### src/rtl/core/lsfbe_pkg.sv
package lsfbe_pkg;

    // Strip geometry: one memory row holds the three color bytes of one LED.
    localparam int MAX_LEDS   = 256;
    localparam int ROW_W      = $clog2(MAX_LEDS);
    localparam int LED_CNT_W  = ROW_W + 1;
    localparam int LEN_W      = 9;
    localparam int TICK_W     = 15;
    localparam int COLOR_W    = 8;
    localparam int ROW_DATA_W = 3 * COLOR_W;
    localparam int PROD_W     = 2 * COLOR_W;

    // Configuration port.
    localparam int CFG_IDX_W  = 3;
    localparam int CFG_DATA_W = 15;

    localparam logic [CFG_IDX_W-1:0] CFG_STRIP_LENGTH    = 3'd0;
    localparam logic [CFG_IDX_W-1:0] CFG_ZERO_HIGH_TICKS = 3'd1;
    localparam logic [CFG_IDX_W-1:0] CFG_ZERO_LOW_TICKS  = 3'd2;
    localparam logic [CFG_IDX_W-1:0] CFG_ONE_HIGH_TICKS  = 3'd3;
    localparam logic [CFG_IDX_W-1:0] CFG_ONE_LOW_TICKS   = 3'd4;
    localparam logic [CFG_IDX_W-1:0] CFG_RESET_HALF      = 3'd5;

    // Operation codes of an input item.
    localparam logic [1:0] OP_WRITE  = 2'd0;
    localparam logic [1:0] OP_FILL   = 2'd1;
    localparam logic [1:0] OP_ENCODE = 2'd2;
    localparam logic [1:0] OP_NOP    = 2'd3;

    // Result kinds.
    localparam logic [1:0] RK_STATUS = 2'd0;
    localparam logic [1:0] RK_ZERO   = 2'd1;
    localparam logic [1:0] RK_ONE    = 2'd2;
    localparam logic [1:0] RK_RESET  = 2'd3;

    localparam logic ST_OK        = 1'b0;
    localparam logic ST_BAD_INDEX = 1'b1;

    // Command queue between front and back.
    localparam int QDEPTH = 2;
    localparam int QPTR_W = $clog2(QDEPTH);
    localparam int QCNT_W = $clog2(QDEPTH + 1);

    typedef struct packed {
        logic [1:0]         operation;
        logic [COLOR_W-1:0] pixel_index;
        logic [COLOR_W-1:0] red_value;
        logic [COLOR_W-1:0] green_value;
        logic [COLOR_W-1:0] blue_value;
        logic [COLOR_W-1:0] brightness;
    } t_in_item;

    typedef struct packed {
        logic [1:0]        result_kind;
        logic [TICK_W-1:0] first_ticks;
        logic [TICK_W-1:0] second_ticks;
        logic              status;
        logic              last;
        logic              frame_done;
    } t_out_item;

    typedef struct packed {
        logic [LEN_W-1:0]  strip_length;
        logic [TICK_W-1:0] zero_high_ticks;
        logic [TICK_W-1:0] zero_low_ticks;
        logic [TICK_W-1:0] one_high_ticks;
        logic [TICK_W-1:0] one_low_ticks;
        logic [TICK_W-1:0] reset_half_ticks;
    } t_cfg;

    typedef enum logic [2:0] {
        K_WRITE  = 3'd0,
        K_WERR   = 3'd1,
        K_FILL   = 3'd2,
        K_ENCODE = 3'd3,
        K_NOP    = 3'd4
    } t_kind;

    typedef struct packed {
        t_kind              kind;
        logic [ROW_W-1:0]   index;
        logic [COLOR_W-1:0] red;
        logic [COLOR_W-1:0] green;
        logic [COLOR_W-1:0] blue;
        logic [COLOR_W-1:0] brightness;
    } t_cmd;

    // Number of LEDs actually in use: the register saturates at the strip maximum.
    function automatic logic [LEN_W-1:0] eff_len(input logic [LEN_W-1:0] sl);
        logic [LEN_W-1:0] lim;
        lim = LEN_W'(MAX_LEDS);
        return (sl > lim) ? lim : sl;
    endfunction

    // Floor of x/255 for any 16-bit product of two bytes, without a divider.
    function automatic logic [COLOR_W-1:0] div255(input logic [PROD_W-1:0] x);
        logic [PROD_W:0] t;
        t = {1'b0, x} + {9'd0, x[PROD_W-1:COLOR_W]} + {{PROD_W{1'b0}}, 1'b1};
        return t[PROD_W-1:COLOR_W];
    endfunction

endpackage

### src/rtl/core/lsfbe_front.sv
module lsfbe_front
    import lsfbe_pkg::*;
(
    input  logic             i_clk,
    input  logic             i_rst_n,
    input  logic [LEN_W-1:0] i_len,
    input  logic             i_in_valid,
    input  t_in_item         i_in_item,
    output logic             o_in_stall,
    input  logic             i_q_pop,
    output logic             o_q_valid,
    output t_cmd             o_q_cmd
);

    t_cmd              w_cmd;
    logic              w_push;
    t_cmd              r_q [QDEPTH];
    logic [QPTR_W-1:0] r_wr_ptr, n_wr_ptr;
    logic [QPTR_W-1:0] r_rd_ptr, n_rd_ptr;
    logic [QCNT_W-1:0] r_count, n_count;

    // Classify the item; the index check happens here so the back end only executes.
    always_comb begin
        w_cmd.index      = i_in_item.pixel_index;
        w_cmd.red        = i_in_item.red_value;
        w_cmd.green      = i_in_item.green_value;
        w_cmd.blue       = i_in_item.blue_value;
        w_cmd.brightness = i_in_item.brightness;
        case (i_in_item.operation)
            OP_WRITE: begin
                if ({1'b0, i_in_item.pixel_index} >= i_len) begin
                    w_cmd.kind = K_WERR;
                end else begin
                    w_cmd.kind = K_WRITE;
                end
            end
            OP_FILL:   w_cmd.kind = K_FILL;
            OP_ENCODE: w_cmd.kind = K_ENCODE;
            default:   w_cmd.kind = K_NOP;
        endcase
    end

    assign o_in_stall = (r_count == QCNT_W'(QDEPTH));
    assign w_push     = i_in_valid && !o_in_stall;
    assign o_q_valid  = (r_count != '0);
    assign o_q_cmd    = r_q[r_rd_ptr];

    always_comb begin
        n_wr_ptr = r_wr_ptr;
        n_rd_ptr = r_rd_ptr;
        n_count  = r_count;
        if (w_push) begin
            n_wr_ptr = r_wr_ptr + 1'b1;
        end
        if (i_q_pop) begin
            n_rd_ptr = r_rd_ptr + 1'b1;
        end
        if (w_push && !i_q_pop) begin
            n_count = r_count + 1'b1;
        end else if (!w_push && i_q_pop) begin
            n_count = r_count - 1'b1;
        end
    end

    always_ff @(posedge i_clk) begin
        if (!i_rst_n) begin
            r_wr_ptr <= '0;
            r_rd_ptr <= '0;
            r_count  <= '0;
        end else begin
            r_wr_ptr <= n_wr_ptr;
            r_rd_ptr <= n_rd_ptr;
            r_count  <= n_count;
        end
    end

    always_ff @(posedge i_clk) begin
        if (w_push) begin
            r_q[r_wr_ptr] <= w_cmd;
        end
    end

`ifndef SYNTHESIS
    a_count_bound: assert property (@(posedge i_clk) disable iff (!i_rst_n)
        r_count <= QCNT_W'(QDEPTH))
        else $error("command queue count beyond depth");

    a_pop_nonempty: assert property (@(posedge i_clk) disable iff (!i_rst_n)
        i_q_pop |-> r_count != '0)
        else $error("command popped from an empty queue");

    a_count_tracks: assert property (@(posedge i_clk) disable iff (!i_rst_n)
        (w_push && !i_q_pop) |=> r_count == $past(r_count) + 1'b1)
        else $error("queue count missed a push");
`endif

endmodule

### config.mk
export PLATFORM = sky130hd
export DESIGN_NAME = lsfbe_front
export DESIGN_NICKNAME = d
export VERILOG_FILES = /design/src/rtl/core/lsfbe_pkg.sv /design/src/rtl/core/lsfbe_front.sv
export SDC_FILE = /design/constraint.sdc
export NUM_CORES = 1
export LEC_CHECK = 0
export BUFFER_PORTS_ARGS = -buffer_cell sky130_fd_sc_hd__buf_2
export CAP_MARGIN = 5
export CORE_MARGIN = 2
export CORE_UTILIZATION = 35
export DETAILED_ROUTE_END_ITERATION = 12
export HOLD_SLACK_MARGIN = 0.06
export SYNTH_ARGS = -nofsm -noshare
export SYNTH_HDL_FRONTEND = slang
export SYNTH_SLANG_ARGS = --single-unit
### constraint.sdc
create_clock -name i_clk -period 2.8 [get_ports i_clk]
set_input_delay 0.7 -clock i_clk [delete_from_list [all_inputs] [get_ports i_clk]]
set_output_delay 0.7 -clock i_clk [all_outputs]
set_load 0.1 [all_outputs]
# Yosys cells after proc, flatten, opt, wreduce, memory -nomap -nowiden
# Memory sizes are Yosys's and may differ from the RTL's. A register that Yosys moved wholly into a read port is not among the register bits.
# Index checks and enable logic that the tools add are counted.
# W data, S select, Z words.
# word_totals
regBits	4
ram_bits	86
input_bits	55
output_inout_bits	45
elab_cells	29
mem_count	1
# mem_list
memory	words	width	read_ports	rd_ports_with_merged_regs	wr	line	source
r_q	2	43	1	1	1	lsfbe_front.sv:17	t_cmd r_q [QDEPTH];
# op_classes
n_addsub	4
magnitude_cmp	1
n_eq_ne	3
mux	8
n_reduce_logical	9
# ops
operator	n
$ge A8 B9 Y1	1
$pmux W3 S3	1
$mux W1	5
$eq A2 B2 Y1 const B	2
$mux W2	2
$reduce_bool A2 Y1	2
$logic_and A1 B1 Y1	3
$logic_not A1 Y1	3
$add A1 B1 Y1 const B	2
$add A2 B1 Y2 const B	1
$eq A2 B1 Y1 const B	1
$logic_not A2 Y1	1
$sub A2 B1 Y2 const B	1

# Depth between registers and ports, before layout
# depth
word_depth	7
depth_mapped	7
ltp_nobuf	7

# Least setup slack after synthesis
# OpenSTA, ideal clock, no wires.
# synth_path
kind	in2reg
startpoint	in i_in_valid
endpoint	mem r_q[0][0] (netlist bit) (enable)
setup_ns	0.443
arrival_ns	2.598
required_time_ns	2.357
path_slack_ns	-0.241
stages	2
path_buffers	0
path_cell_list	nand2_1 > nor2_1
# synth_via
elab_chain_len	3
# synth_rtl
element	line	source
start: declaration	lsfbe_front.sv:7	input logic i_in_valid,
$logic_and A1 B1 Y1	lsfbe_front.sv:44	assign w_push = i_in_valid && !o_in_stall;
$mux W1	lsfbe_front.sv:78	if (w_push) begin
$mux W1 (not written as such)	lsfbe_front.sv:79	r_q[r_wr_ptr] <= w_cmd;
end: declaration	lsfbe_front.sv:17	
# Every way passes these cells.

==> metrics.md <==
| Metric | Value |
|---|---|
| Outcome | `finished clean` |
| Setup violations, final | `0` |
| Drc violations | `0` |
| Clock sink count | `91` |
| I/O pin cnt | `100` |
| CTS Root Buffer Type | `clkbuf_8` |
| Most common cell after layout, fill and taps aside | `buf_2` |
| Hold WC Path Type | `flip-flop to flip-flop` |
| Hold_buf cts | `0` |
| Total CTS buffers | `9` |
| Sequential fraction of the synthesis area | `approximately 75%` |
| Top cells by area, synth | `edfxtp_1 72%, mux2_2 14%, ha_1 3.8%, dfxtp_1 2.8%, inv_1 1.5%` |
| HPWL Detailed | `about 4400 µm` |
| Share of cells above drive strength 1 | `a little over half` |
| Layout area overhead | `25.6%` |
| GRT overflow | `0` |
| Core Area | `roughly 10000 µm²` |
| Post-synth cell types | `25` |
| Pwr Total | `3.98 mW` |
| Vias in the first global route | `a little over 2,000` |
| Crit path DAT | `1.64 ns` |
| Synth area leader | `edfxtp_1` |
| Crit path capture type | `output pin` |
| Worst-Skew Late Latency | `0.34 ns` |
| Most frequent cells in the layout | `99 x buf_2, 86 x edfxtp_1, 43 x mux2_2, 14 x inv_1, 11 x ha_1` |
| First-pass GRT wire length | `10,200 µm` |
| Endpoints failing hold | `0` |
| Overall Global Routing Usage | `12.0%` |
| Cells after DPL | `425` |
| Worst Path Max Fanout | `43` |
| H-tree Lvls | `3` |
| Final Util | `45.6%` |
| Port Buf Inserts | `99` |
| Lkg Pwr | `between 1.5 and 2 nW` |
| Vias after detailed routing | `about 2,000` |
| CP startpoint kind | `flip-flop` |
| Synth Register Bits | `91` |
| CTS clk-pin slew, worst paths | `0.09 ns` |
| Yosys top cell area share | `72.2%` |
| Nets | `369` |
| GPL Wtd Cong | `0.723` |
| Slew margin rel. | `between 60% and 70%` |
| Synthesis warning total | `0` |
| Final cell count without fillers | `441` |
| WL per Instance | `14.5 µm` |
| Mapped Nets | `260` |
| Clock Skew | `approximately 0.0081 ns` |
| VDD IR max | `0.000409 V` |
| Iteration-0 DRC Markers | `33` |
| Actual slew at the worst max-slew pin | `slightly below 0.5 ns` |
| Mapped Area | `about 3600 µm²` |
| Final ANT Viol Nets | `0` |
| Initial antenna violation count | `0` |
| Unrepaired setup endpoints after global routing | `no` |
| Max incr delay on CP | `0.38 ns` |
| Top delay family on crit path | `buffers and inverters` |
| Mean post-synth cell area | `about 18 µm²` |
| Cells after Synth | `194` |
| Clk buf depth | `2` |
| Slowest-stage cell, CP | `mux2_2` |
| Post-CTS setup buffer count | `0` |
| Die Area | `11,000 µm²` |
| TritonCTS clock tree | `yes` |
| Mean number of vias per cell | `approximately 4.5` |
| Ant diodes | `0` |
| Largest net degree at the start of global routing | `44` |
| Power density over the cells | `between 800 and 900 nW/µm²` |
| Die span in x | `105 µm` |
| Initial Util | `a little over a third` |
| Post-route setup TNS | `0 ns` |
| Hold WS | `0.512 ns` |
| Buffers & Inverters on Critical Path | `2` |
| Final min period | `2.34 ns` |
| Die Height | `105 µm` |
| Worst EP required | `2.10 ns` |
| Pre-Repair DR Iteration Count | `3` |
| Worst path cell trace | `buf_12 -> mux2_2 -> buf_2` |
| Maximum capacitance violations | `0` |
| Max-slew violations | `0` |
| Critical path type | `flip-flop to output pin` |
| Cell row count | `36` |
| Detailed Route WL | `6420 µm` |
| Max frequency | `between 0.4 and 0.5 GHz` |
| Final Cycle Share | `83.4%` |
| CTS resizes | `0` |
[layer usage]
metal	up-vias	part of all wire [%]	global-route usage, %
met5	-	0	0
met3	5	4.9	4.12
li1	946	-	-
met2	57	48	19.6
met4	0	0.80	3.14
met1	964	46	15.2
[worst paths after layout]
kind,from,end,slack (ns),cells past startpoint
worst max-delay path,flip-flop,o_q_cmd[19],0.46,3
worst min-delay path,r_count[1],r_count[1],0.51,2
worst max register to register,r_count[0],r_q[1][28],1.14,3
worst min register to register,r_count[1],r_count[1],0.51,2
[Yosys cell counts]
master and instances:
buf_2 1, ha_1 11, a211oi_1 1, nor2b_1 1, edfxtp_1 86, nor2_1 2
dfxtp_1 5, a21o_1 2, xnor2_1 2, xor2_1 2, mux2_2 43, and3_1 2
nand4_1 1, nand2b_1 1, o21ai_0 1, or3_1 1, o22ai_1 1, nand2_1 2
inv_1 14, a21oi_1 3, buf_4 4, or2_2 1, nand3_1 2, and2_1 4
a21boi_1 1
[worst reg2reg max path, delay by kind of cell (launching register included)]
| kind | cells | cell delay, ns |
|---|---|---|
| flops | 1 | 0.40 |
| buf+inv | 1 | 0.27 |
| simple gates | 2 | 0.69 |
[kinds of logic (layout without fill, tap and decap cells)]
kind of cell / Yosys count / after routing / synth area share [%]
compound gates: 9 / 9 / 1.57
simple gates: 17 / 17 / 2.62
flops: 91 / 91 / 75.0
mux: 43 / 43 / 13.5
buf+inv: 19 / 133 / 2.45
xor+xnor: 4 / 4 / 0.980
fa+ha+maj: 11 / 11 / 3.85
[state kept, by name, indices dropped and copies added, names as in the netlist, named ones only]
| signal | count |
|---|---|
| r_q | 86 |
| r_wr_ptr | 1 |
| r_count | 2 |
| r_rd_ptr | 1 |
[power by group]
part           internal (mW)  total, mW  switching [mW]
clock network          0.516      0.976           0.460
registers               1.67       1.71          0.0397
logic                  0.251       1.29            1.04
[per-stage QoR]
step | area (µm²) | setup WS [ns]
finish | 4490 | 0.464
global route | 4490 | 0.388
CTS | 4490 | 0.430
detailed placement | 4270 | 0.773
global placement | 4270 | 0.801
floorplan | 3580 | 0.472
[layout make-up]
| class | instances | area, µm² |
|---|---|---|
| fillers | 903 | 5370 |
| inverters | 14 | 52.6 |
| repair buffers | 103 | 551 |
| clock buffers | 10 | 128 |
| well taps | 133 | 166 |
| clock inverters | 6 | 97.6 |
| flip-flops and latches | 91 | 2680 |
| multi-input cells | 84 | 816 |
Power figures use the tool's default switching activity.
